## config.mk

```make
export PLATFORM = sky130hd
export DESIGN_NAME = jss_ctrl
export DESIGN_NICKNAME = d
export VERILOG_FILES = /design/src/hdl/jss_pkg.sv /design/src/hdl/jss_ctrl.sv
export SDC_FILE = /design/constraint.sdc
export NUM_CORES = 1
export LEC_CHECK = 0
export CAP_MARGIN = 20
export CORE_MARGIN = 1
export CORE_UTILIZATION = 50
export CTS_BUF_LIST = sky130_fd_sc_hd__clkbuf_4
export CTS_CLUSTER_SIZE = 12
export DETAILED_ROUTE_END_ITERATION = 6
export DONT_BUFFER_PORTS = 1
export GPL_ROUTABILITY_DRIVEN = 0
export MAX_ROUTING_LAYER = met4
export PLACE_DENSITY = 0.76
export SYNTH_ARGS = -nofsm -noshare
export SYNTH_HDL_FRONTEND = slang
export SYNTH_SLANG_ARGS = --single-unit
export TNS_END_PERCENT = 100
```

## constraint.sdc

```tcl
create_clock -name aclk -period 5.58 [get_ports aclk]
set_input_delay 1.116 -clock aclk [delete_from_list [all_inputs] [get_ports aclk]]
set_output_delay 1.116 -clock aclk [all_outputs]
set_load 0.02 [all_outputs]
```

## src/hdl/jss_pkg.sv

```systemverilog
package jss_pkg;

    localparam int DATA_W     = 32;
    localparam int HSQ_W      = 32;
    localparam int DIFF_W     = 63;
    localparam int ROW_W      = 10;
    localparam int COL_CFG_W  = 10;
    localparam int CFG_IDX_W  = 2;
    localparam int CFG_DATA_W = 32;
    localparam int S_TDATA_W  = 64;
    localparam int M_TDATA_W  = 96;

    // register map
    localparam logic [CFG_IDX_W-1:0] CFG_ROWS = 2'd0;
    localparam logic [CFG_IDX_W-1:0] CFG_COLS = 2'd1;
    localparam logic [CFG_IDX_W-1:0] CFG_HSQ  = 2'd2;

    localparam logic [ROW_W-1:0]     ROWS_RST = 10'd1022;
    localparam logic [COL_CFG_W-1:0] COLS_RST = 10'd1022;
    localparam logic [HSQ_W-1:0]     HSQ_RST  = 32'd4096;

    localparam logic [DIFF_W-1:0] DIFF_MAX = {DIFF_W{1'b1}};

    typedef enum logic [7:0] {
        ST_CLEAR = 8'b0000_0001,
        ST_IDLE  = 8'b0000_0010,
        ST_READ  = 8'b0000_0100,
        ST_MUL   = 8'b0000_1000,
        ST_SUM   = 8'b0001_0000,
        ST_DIF   = 8'b0010_0000,
        ST_SQR   = 8'b0100_0000,
        ST_ACC   = 8'b1000_0000
    } jss_state_t;

    typedef struct packed {
        logic accept;      // input word taken, row store reads issued
        logic load_ops;    // capture stencil operands, shift window
        logic we;          // row store write
        logic wr_zero;     // write zero (clearing pass)
        logic acc_update;  // add squared difference
        logic acc_clear;   // end of grid
        logic out_load;    // load result register
        logic last;        // final interior point
    } jss_cmd_t;

endpackage

```

## src/hdl/jss_ctrl.sv

```systemverilog
module jss_ctrl
    import jss_pkg::*;
#(
    parameter int MAX_COLS = 1024,
    localparam int ADDR_W = $clog2(MAX_COLS)
) (
    input  logic                  aclk,
    input  logic                  aresetn,
    input  logic                  cfg_valid,
    output logic                  cfg_ready,
    input  logic [CFG_IDX_W-1:0]  cfg_index,
    input  logic [CFG_DATA_W-1:0] cfg_data,
    input  logic                  s_tvalid,
    output logic                  s_tready,
    input  logic                  out_busy,
    output jss_cmd_t              cmd,
    output logic [ADDR_W-1:0]     rd_col,
    output logic [ADDR_W-1:0]     rd_prev,
    output logic [ADDR_W-1:0]     wr_addr,
    output logic [HSQ_W-1:0]      h_squared
);

    localparam int CMP_W = ((ADDR_W > COL_CFG_W) ? ADDR_W : COL_CFG_W) + 1;
    localparam logic [ADDR_W-1:0] CLR_LAST = ADDR_W'(MAX_COLS - 1);

    jss_state_t state_reg, state_next;

    logic [ROW_W-1:0]     rows_reg;
    logic [COL_CFG_W-1:0] cols_reg;
    logic [HSQ_W-1:0]     hsq_reg;

    logic [ADDR_W-1:0] clr_cnt_reg;
    logic [ADDR_W-1:0] col_reg, col_next;
    logic [ROW_W:0]    row_reg, row_next;
    logic [ADDR_W-1:0] cur_col_reg;
    logic              has_prev_reg, row_end_reg, grid_end_reg, emit_reg, last_reg;

    logic [CMP_W-1:0] cols_min, cols_eff, last_col, col_ext;
    logic [ROW_W:0]   last_row, row_ext;
    logic             row_end, grid_end, emit, last_pt;

    assign cfg_ready = 1'b1;
    assign h_squared = hsq_reg;

    always_ff @(posedge aclk) begin
        if (!aresetn) begin
            rows_reg <= ROWS_RST;
            cols_reg <= COLS_RST;
            hsq_reg  <= HSQ_RST;
        end else if (cfg_valid) begin
            case (cfg_index)
                CFG_ROWS: rows_reg <= cfg_data[ROW_W-1:0];
                CFG_COLS: cols_reg <= cfg_data[COL_CFG_W-1:0];
                CFG_HSQ:  hsq_reg  <= cfg_data[HSQ_W-1:0];
                default: ;
            endcase
        end
    end

    // grid geometry: zero acts as one, columns clamp to MAX_COLS - 2
    always_comb begin
        cols_min = (cols_reg == '0) ? CMP_W'(1) : CMP_W'(cols_reg);
        cols_eff = (cols_min > CMP_W'(MAX_COLS - 2)) ? CMP_W'(MAX_COLS - 2) : cols_min;
        last_col = cols_eff + CMP_W'(1);
        col_ext  = CMP_W'(col_reg);
        last_row = ((rows_reg == '0) ? (ROW_W + 1)'(1) : {1'b0, rows_reg}) + (ROW_W + 1)'(1);
        row_ext  = row_reg;
        row_end  = col_ext >= last_col;
        grid_end = row_end && (row_ext >= last_row);
        emit     = (row_ext >= (ROW_W + 1)'(2)) && (row_ext <= last_row)
                && (col_ext >= CMP_W'(2)) && (col_ext <= last_col);
        last_pt  = (row_ext == last_row) && (col_ext == last_col);
        if (row_end) begin
            col_next = '0;
            row_next = grid_end ? '0 : row_reg + (ROW_W + 1)'(1);
        end else begin
            col_next = col_reg + ADDR_W'(1);
            row_next = row_reg;
        end
    end

    assign rd_col  = col_reg;
    assign rd_prev = col_reg - ADDR_W'(1);

    always_comb begin
        state_next = state_reg;
        cmd        = '0;
        cmd.last   = last_reg;
        s_tready   = 1'b0;
        wr_addr    = cur_col_reg;
        case (state_reg)
            ST_CLEAR: begin
                cmd.we      = 1'b1;
                cmd.wr_zero = 1'b1;
                wr_addr     = clr_cnt_reg;
                if (clr_cnt_reg == CLR_LAST) begin
                    state_next = ST_IDLE;
                end
            end
            ST_IDLE: begin
                s_tready = 1'b1;
                if (s_tvalid) begin
                    cmd.accept = 1'b1;
                    state_next = ST_READ;
                end
            end
            ST_READ: begin
                cmd.load_ops = 1'b1;
                cmd.we       = has_prev_reg;
                wr_addr      = cur_col_reg - ADDR_W'(1);
                state_next   = ST_MUL;
            end
            ST_MUL: begin
                cmd.we     = row_end_reg;
                state_next = ST_SUM;
            end
            ST_SUM: state_next = ST_DIF;
            ST_DIF: state_next = ST_SQR;
            ST_SQR: state_next = ST_ACC;
            ST_ACC: begin
                if (!(emit_reg && out_busy)) begin
                    cmd.acc_update = emit_reg;
                    cmd.out_load   = emit_reg;
                    cmd.acc_clear  = grid_end_reg;
                    state_next     = ST_IDLE;
                end
            end
            default: state_next = ST_IDLE;
        endcase
    end

    always_ff @(posedge aclk) begin
        if (!aresetn) begin
            state_reg    <= ST_CLEAR;
            clr_cnt_reg  <= '0;
            col_reg      <= '0;
            row_reg      <= '0;
            cur_col_reg  <= '0;
            has_prev_reg <= 1'b0;
            row_end_reg  <= 1'b0;
            grid_end_reg <= 1'b0;
            emit_reg     <= 1'b0;
            last_reg     <= 1'b0;
        end else begin
            state_reg <= state_next;
            if (state_reg == ST_CLEAR) begin
                clr_cnt_reg <= clr_cnt_reg + ADDR_W'(1);
            end
            if (cmd.accept) begin
                cur_col_reg  <= col_reg;
                has_prev_reg <= col_reg != '0;
                row_end_reg  <= row_end;
                grid_end_reg <= grid_end;
                emit_reg     <= emit;
                last_reg     <= last_pt;
                col_reg      <= col_next;
                row_reg      <= row_next;
            end
        end
    end

endmodule

```

==> Word-level counts from Yosys, hierarchy flattened <==
Index checks and enable logic that the tools add are counted.
{ "op_classes": {"addsub": 7, "multipliers": 0, "n_div": 0, "order_cmp": 7, "n_eq_ne": 16, "shift": 0, "n_mux": 18, "bitwise_logic": 0, "n_reduce_logical": 15} }
{ "op_table": {"columns": ["cell", "count"], "rows": [
  ["$pmux W8 S8", 1],
  ["$mux W10", 4],
  ["$mux W8", 3],
  ["$add A10 B1 Y11 const B", 2],
  ["$add A10 B1 Y10 const B", 2],
  ["$logic_not A10 Y1", 2],
  ["$pmux W10 S2", 1],
  ["$sub A10 B1 Y10 const B", 2],
  ["$add A11 B1 Y11 const B", 1],
  ["$eq A10 B11 Y1", 1],
  ["$eq A11 B11 Y1", 1],
  ["$ge A10 B11 Y1", 1],
  ["$ge A11 B11 Y1", 1],
  ["$ge A11 B2 Y1 const B", 1],
  ["$le A10 B11 Y1", 1],
  ["$le A11 B11 Y1", 1],
  ["$mux W11", 1],
  ["$eq A10 B10 Y1 const B", 1],
  ["$ge A10 B2 Y1 const B", 1],
  ["$gt A10 B10 Y1 const B", 1],
  ["$reduce_bool A10 Y1", 1],
  ["$eq A8 B1 Y1 const B", 1],
  ["$eq A8 B2 Y1 const B", 1],
  ["$eq A8 B3 Y1 const B", 1],
  ["15 further kinds", 30]
]} }
{ "totals": {"ff_bits": 106, "latch_bits": 0, "mem_bits_rw": 0, "romBits": 0, "in_bits": 39, "output_inout_bits": 72, "wordCells": 76, "n_memories": 0} }

==> Depth between registers and ports, before layout <==
Gate-level depths: netlist (run 1).
{ "logic_depth": {"ltp_word": 8, "ltp_mapped": 17, "ltp_nobuf": 16} }

==> Least setup slack after synthesis (run 1) <==
OpenSTA, ideal clock, no wires.
{ "synth_path": {"kind": "register -> register", "from": "reg cols_reg[2]", "to": "reg row_reg[3], in the netlist row_ext[3]", "setup_time_ps": 75, "t_arrival_ps": 3467, "required_time_ps": 5505, "setup_slack_ps": 2038, "stages_incl_launch_ff": 18, "period_less_slack_ps": 3542, "cell_sequence": "dfxtp_1 and4_1 and4_1 nand2_1 nand2_1 a21o_1 inv_1 ha_1 nand3_1 xor2_1 ha_1 a211oi_1 nor2_1 or4b_2 o211ai_2 buf_2 a21oi_1 o22ai_1"} }
{ "synth_between": {"elab_chain_cells": 8, "word_cells_on_any_way": 9, "cone_classes": "add/sub: 1; order compare: 2; mux: 3; reduce/logical: 3"} }
{ "synth_lines": {"columns": ["item", "line", "text"], "rows": [
  ["start, declared", "jss_ctrl.sv:29", "logic [COL_CFG_W-1:0] cols_reg;"],
  ["start signal, assigned", "jss_ctrl.sv:53", "CFG_COLS: cols_reg <= cfg_data[COL_CFG_W-1:0];"],
  ["$logic_not A10 Y1", "jss_ctrl.sv:62", "cols_min = (cols_reg == '0) ? CMP_W'(1) : CMP_W'(cols_reg);"],
  ["$mux W10 *", "jss_ctrl.sv:62", null],
  ["$gt A10 B10 Y1", "jss_ctrl.sv:63", "cols_eff = (cols_min > CMP_W'(MAX_COLS - 2)) ? CMP_W'(MAX_COLS - 2) : cols_min;"],
  ["$mux W10 *", "jss_ctrl.sv:63", null],
  ["$add A10 B1 Y11 *", "jss_ctrl.sv:64", "last_col = cols_eff + CMP_W'(1);"],
  ["$ge A10 B11 Y1 *", "jss_ctrl.sv:68", "row_end = col_ext >= last_col;"],
  ["$logic_and A1 B1 Y1", "jss_ctrl.sv:69", "grid_end = row_end && (row_ext >= last_row);"],
  ["$mux W11", "jss_ctrl.sv:75", "row_next = grid_end ? '0 : row_reg + (ROW_W + 1)'(1);"],
  ["end signal, assigned", "jss_ctrl.sv:157", "row_reg <= row_next;"],
  ["end, declared", "jss_ctrl.sv:34", "logic [ROW_W:0] row_reg, row_next;"]
]} }
Every way passes the cells marked *; elsewhere a longest branch is shown, timed or not.
A chain may end at the register's enable or synchronous reset.

==> Worst setup path after layout (run 1) <==
{ "layout_path": {"from": "reg cols_reg[2]", "to": "reg row_reg[10], in the netlist row_ext[10]"} }
The elaborated chain is that of the path after synthesis.

==> summary.txt, run 1 <==
Synthesis
  – Library cells used by synthesis: 57
  – Syn Nets: around 800
  – Top FF cell, synth: dfxtp_1
  – Number of flops mapped to enable cells by yosys: 0
  – Mapped Area: roughly 5700 um2
  – Number of synthesized register bits: about 110
  – Yosys warns: 0
  – Async S/R FF share, synth: 0%
  – Syn Inst Count: between 700 and 800
  – Synth Area per Inst: about 7.6 um2
  – Register area share after synthesis: a little under two fifths

Global routing
  – GRT Util Overall: about a quarter
  – Total grt overflow: 0
  – Pin count of the biggest net entering global routing: around 70
  – Number of global-route vias before repair: between 4000 and 5000
  – Initial antenna violation count: 0
  – First-pass GRT wire length: 21800 um

STA
  – RSZ-0062 raised after global routing: false
  – Final setup violation count: 0
  – Setup TNS: 0 ns
  – Final Worst Setup Slack: about 1.2 ns
  – Max Fclk: 229 MHz
  – Max Slew Vio Count: 0
  – Worst relative slew slack: around 32%
  – Tcrit/Tclk final: approximately four fifths
  – Worst-Margin Slew: ~1.0 ns
  – Skew final: between 0.02 and 0.025 ns
  – Final hold vios: 0
  – Min Tclk post-route: roughly 4.4 ns

Setup path
  – R2R Path End: row_ext[10]
  – Setup crit start kind: register
  – Required time of the worst setup path: between 6 and 7 ns
  – Critical path class: reg -> reg
  – Worst setup path end: row_ext[10]
  – Worst r2r src: cols_reg[2]
  – Worst Path Max Fanout: 16
  – CP startpoint: cols_reg[2]
  – Cells on worst reg2reg path: 16
  – Crit path capture type: register
  – Critical path arrival: 4.80 ns
  – R2R setup slack: between 1 and 1.5 ns

Hold path
  – Hold Path Class: reg -> reg
  – Hold path depth: 2

Flow run
  – Max-Cap Viols: 0

CTS
  – Clk buf depth: 2
  – H-tree levels: 3
  – TritonCTS clock tree: built
  – Cts bufs inserted: 9
  – Post-CTS Setup Inserts: 0
  – Total clock sinks: roughly 110
  – Worst-path clk slew: roughly 0.18 ns
  – Post-cts sizing count: 0
  – Root buf cell: clkbuf_4
  – Hold_buf cts: 0
  – Clock latency on the worst-skew pair: 0.50 ns

Pwr
  – Max VDD drop: 320 uV
  – Post-layout power: around 0.0017 W
  – Leak pwr: around 2.2 nW
  – Pwr dens: 294 nW/um2

Placement
  – Post-Place Cells: around 850
  – Pre-CTS setup slack: between 1 and 1.5 ns
  – PortBufs: 0
  – Detailed Place HPWL: approximately 9500 um

Drt
  – DRC: 0
  – Routed metal-1 wirelength: roughly 5700 um
  – Max layer used: met4
  – Vias per cell: a little under 6
  – Initial DRC Count: between 200 and 300
  – Routed wl met3: 882 um
  – Drt first pass iters: 5
  – Routed WL: approximately 13000 um
  – Via count: just over 5000
  – Routed Antenna Nets: 0
  – Metal2 WL: roughly 6300 um
  – Routed WL per cell: between 15 and 20 um

Layout
  – Multi-input gate area: 3320 um2
  – Util after Layout: roughly 54%
  – Sequential cell area: 2120 um2
  – Layout cells sized above 1: approximately 4.3%
  – Fillcell total: 991
  – P&R area growth vs syn: 3.24%
  – Number of diodes: 0
  – Final net count: 787
  – Max reg flops: 32
  – Fin cells: 863

Floorplan
  – Initial core utilization: 51.9%
  – Core ar.: about 11000 um2
  – Die X: about 110 um
  – Die area: roughly 12000 um2
  – I/O pin total: 111
  – Site Rows: 38
  – Die height: 109 um

Status
  – Outcome: completed
[through the flow]
step | hold WS, ns | cell area (um2)
after floorplan | 0.432 | 5680
after global placement | 0.450 | 5690
after detailed placement | 0.448 | 5690
after CTS | 0.469 | 5850
after global routing | 0.489 | 5860
final | 0.468 | 5860
[synthesized netlist by cell type (all sizes together) (16+ instances only)]
| library cell | instances | area, um2 |
|---|---|---|
| ha | 30 | 375 |
| nor2 | 48 | 180 |
| nand2 | 186 | 698 |
| nand3 | 42 | 210 |
| a21oi | 70 | 350 |
| dfxtp | 106 | 2120 |
| xor2 | 28 | 245 |
| clkbuf | 27 | 101 |
| o21ai | 18 | 90.1 |
| inv | 16 | 60.1 |
| nor4 | 18 | 143 |
[critical path: stages, from the launching register on]
cell	delay, ns
dfxtp_1	0.47
and4_1	0.30
and4_1	0.27
nand2_1	0.07
nand2_1	0.07
a21o_1	0.13
inv_1	0.05
ha_1	0.23
nand3_1	0.12
xor2_1	0.16
ha_1	0.26
a211oi_1	0.23
nor2_1	0.10
or4b_2	0.65
o211ai_2	0.61
nand2_1	0.35
o22ai_1	0.23
[power by group]
part           internal, W  total, W  switching, W
combinational     0.000132  0.000441      0.000308
sequential        0.000799  0.000872     0.0000734
clock             0.000112  0.000409      0.000297
[final cells by class]
| type | instances | share of cell area (%) |
|---|---|---|
| timing repair buffer | 4 | 0.533 |
| sequential | 106 | 36.2 |
| inverter | 16 | 1.02 |
| multi-input combinational | 581 | 56.6 |
| clock inverter | 7 | 1.51 |
| clock buffer | 9 | 1.15 |
| tap | 140 | 2.99 |
[kinds of logic after synthesis]
| logic type | Yosys count | share of synthesized area (%) |
|---|---|---|
| and+or+nand+nor | 381 | 32.1 |
| AOI/OAI and AO/OA | 130 | 13.5 |
| DFF | 106 | 37.4 |
| buffers and inverters | 57 | 4.32 |
| xor gates and xnor gates | 39 | 6.01 |
| adders and majority gates | 30 | 6.61 |
| other | 1 | 0.0660 |
[worst min path at each step]
stage                              start              to  slack, ns
after floorplan             grid_end_reg    grid_end_reg       0.43
after global placement       row_end_reg     row_end_reg       0.45
after detailed placement     row_end_reg     row_end_reg       0.45
after CTS                    row_end_reg     row_end_reg       0.47
after global routing      cur_col_reg[0]  cur_col_reg[0]       0.49
final                        row_end_reg     row_end_reg       0.47
[per-layer routing]
layer  up-vias  track usage (%)
met5         -                -
met4         0             10.2
met3        23             6.51
met2       166             39.2
met1      2347             27.2
li1       2534                -
[cell usage in the layout, fill, tap and decap left out, drive strengths merged, types with 4 or more instances in the layout]
cell	count
dfxtp	106
nand2	186
buf	4
nand4	14
nor4b	4
ha	30
nor4	18
nand3b	6
and4	6
xor2	28
nor2	48
clkbuf	9
inv	20
o211ai	12
o22ai	7
a21oi	70
nor3	11
and3	9
xnor2	11
or3	11
nand3	42
o21ai	18
nand2b	8
No activity file was read; power rests on OpenSTA's default activity.
==> run 2: changes to the inputs <==
Clock period 5.58 ns to 4.4 ns, I/O delays scaled along.
==> summary.txt, run 2 (synthesized netlist as in run 1, its figures left out) <==
CTS
  – Clk buf depth: 2
  – Post-cts sizing count: 0
  – Worst-path clk slew: between 0.15 and 0.2 ns
  – Hold_buf cts: 0
  – TritonCTS clock tree: built
  – Total clock sinks: between 100 and 150
  – Clock latency on the worst-skew pair: between 0.4 and 0.5 ns
  – Cts bufs inserted: 9
  – H-tree levels: 3
  – Post-CTS Setup Inserts: 0
  – Root buf cell: clkbuf_4

Global routing
  – Number of global-route vias before repair: 4799
  – First-pass GRT wire length: 21400 um
  – Pin count of the biggest net entering global routing: just under 60
  – Initial antenna violation count: 0
  – Total grt overflow: 0
  – GRT Util Overall: a little under a quarter

Setup path
  – Critical path class: reg -> reg
  – Worst Path Max Fanout: 10
  – Crit path capture type: register
  – Required time of the worst setup path: slightly below 5 ns
  – Setup crit start kind: register
  – Critical path arrival: about 4.5 ns

STA
  – Setup TNS: 0 ns
  – Final setup violation count: 0
  – Worst-Margin Slew: 1.02 ns
  – Final hold vios: 0
  – Skew final: 0.0218 ns
  – Max Fclk: 245 MHz
  – RSZ-0062 raised after global routing: false
  – Tcrit/Tclk final: between 90% and 100%
  – Worst relative slew slack: around a third
  – Max Slew Vio Count: 0
  – Min Tclk post-route: 4.07 ns

Placement
  – Post-Place Cells: 850
  – PortBufs: 0
  – Detailed Place HPWL: between 9000 and 10000 um

Pwr
  – Leak pwr: 2.23 nW
  – Pwr dens: around 370 nW/um2
  – Max VDD drop: 307 uV

Drt
  – Routed WL: 13100 um
  – Initial DRC Count: roughly 320
  – Routed WL per cell: around 15 um
  – Vias per cell: a little under 6
  – Drt first pass iters: 5
  – DRC: 0
  – Via count: 5125
  – Routed Antenna Nets: 0

Layout
  – Fin cells: 868
  – P&R area growth vs syn: 3.68%
  – Commonest non-fill, non-tap cell in the layout: nand2_1
  – Most frequent cells in the layout: nand2_1, dfxtp_1, a21oi_1, nor2_1, nand3_1
  – Sequential cell area: around 2100 um2
  – Number of diodes: 0
  – Max reg flops: 32
  – Final net count: approximately 790
  – Fillcell total: about 1000
  – Layout cells sized above 1: under 10%
  – Multi-input gate area: around 3300 um2

Status
  – Outcome: completed

Floorplan
  – I/O pin total: approximately 110
  – Core ar.: about 11000 um2
  – Site Rows: 38
  – Die area: ~12000 um2
  – Die height: 109 um
  – Die X: 109 um
  – Initial core utilization: 51.9%

Hold path
  – Hold Path Class: in -> reg

Flow run
  – Max-Cap Viols: 0
run 2: cell types whose count changed in the layout (fill, tap and decap cells not counted):
cell,before,now
clkinv_8,3,1
buf_4,2,7
clkinvlp_4,0,1
inv_6,2,1
buf_6,1,0
clkinv_4,0,2
buf_8,0,1
run 2: path summary, 6_finish.rpt:
path         slack (ns)             end            from  cells after the start
max                0.33     row_ext[10]     cols_reg[2]                     16
max reg2reg        0.33     row_ext[10]     cols_reg[2]                     16
min                0.46    state_reg[0]         aresetn                      1
min reg2reg        0.48  cur_col_reg[0]  cur_col_reg[0]                      2
run 2: final cells by class:
class / instances / share of cell area, %
clock buffers: 9 / 1.15
multi-input cells: 581 / 56.4
repair buffers: 9 / 1.23
flip-flops and latches: 106 / 36.0
well taps: 140 / 2.97
clock inverters: 7 / 1.23
inverters: 16 / 1.02
run 2: where the power goes:
| part | internal, W | leakage (nW) | total, W | switching (W) |
|---|---|---|---|---|
| Combinational | 0.000183 | 1.30 | 0.000577 | 0.000393 |
| Clock | 0.000133 | 0.0733 | 0.000496 | 0.000363 |
| Sequential | 0.00101 | 0.861 | 0.00111 | 0.0000956 |
| Total | 0.00133 | 2.23 | 0.00218 | 0.000852 |
run 2: per-stage QoR:
| step | utilization [%] | hold slack, ns | setup slack [ns] | total power, W | area [um2] |
|---|---|---|---|---|---|
| after floorplan | - | 0.432 | 0.858 | 0.00159 | 5680 |
| after global placement | 52.4 | 0.456 | 0.513 | 0.00168 | 5730 |
| after detailed placement | 52.4 | 0.462 | 0.355 | 0.00170 | 5730 |
| after CTS | 53.7 | 0.409 | 0.325 | 0.00219 | 5870 |
| after global routing | 53.9 | 0.402 | 0.0409 | 0.00230 | 5890 |
| final | 53.9 | 0.460 | 0.326 | 0.00218 | 5890 |
run 2: worst max-delay path, stage by stage (launching register included):
cell and delay, ns:
dfxtp_1 0.48, and4_1 0.30, and4_1 0.27, nand2_1 0.06
nand2_1 0.07, a21o_1 0.14, inv_1 0.05, ha_1 0.23
nand3_1 0.12, xor2_1 0.16, ha_1 0.26, a211oi_1 0.23
nor2_1 0.09, or4b_2 0.64, o211ai_2 0.42, nand2_1 0.28
o22ai_1 0.21
run 2: per-layer routing:
layer | wire length, um | up-vias | track usage [%]
li1 | - | 2556 | -
met1 | 5640 | 2373 | 27.5
met2 | 6420 | 180 | 39.2
met3 | 903 | 16 | 6.21
met4 | 167 | 0 | 7.82
met5 | 0 | - | -
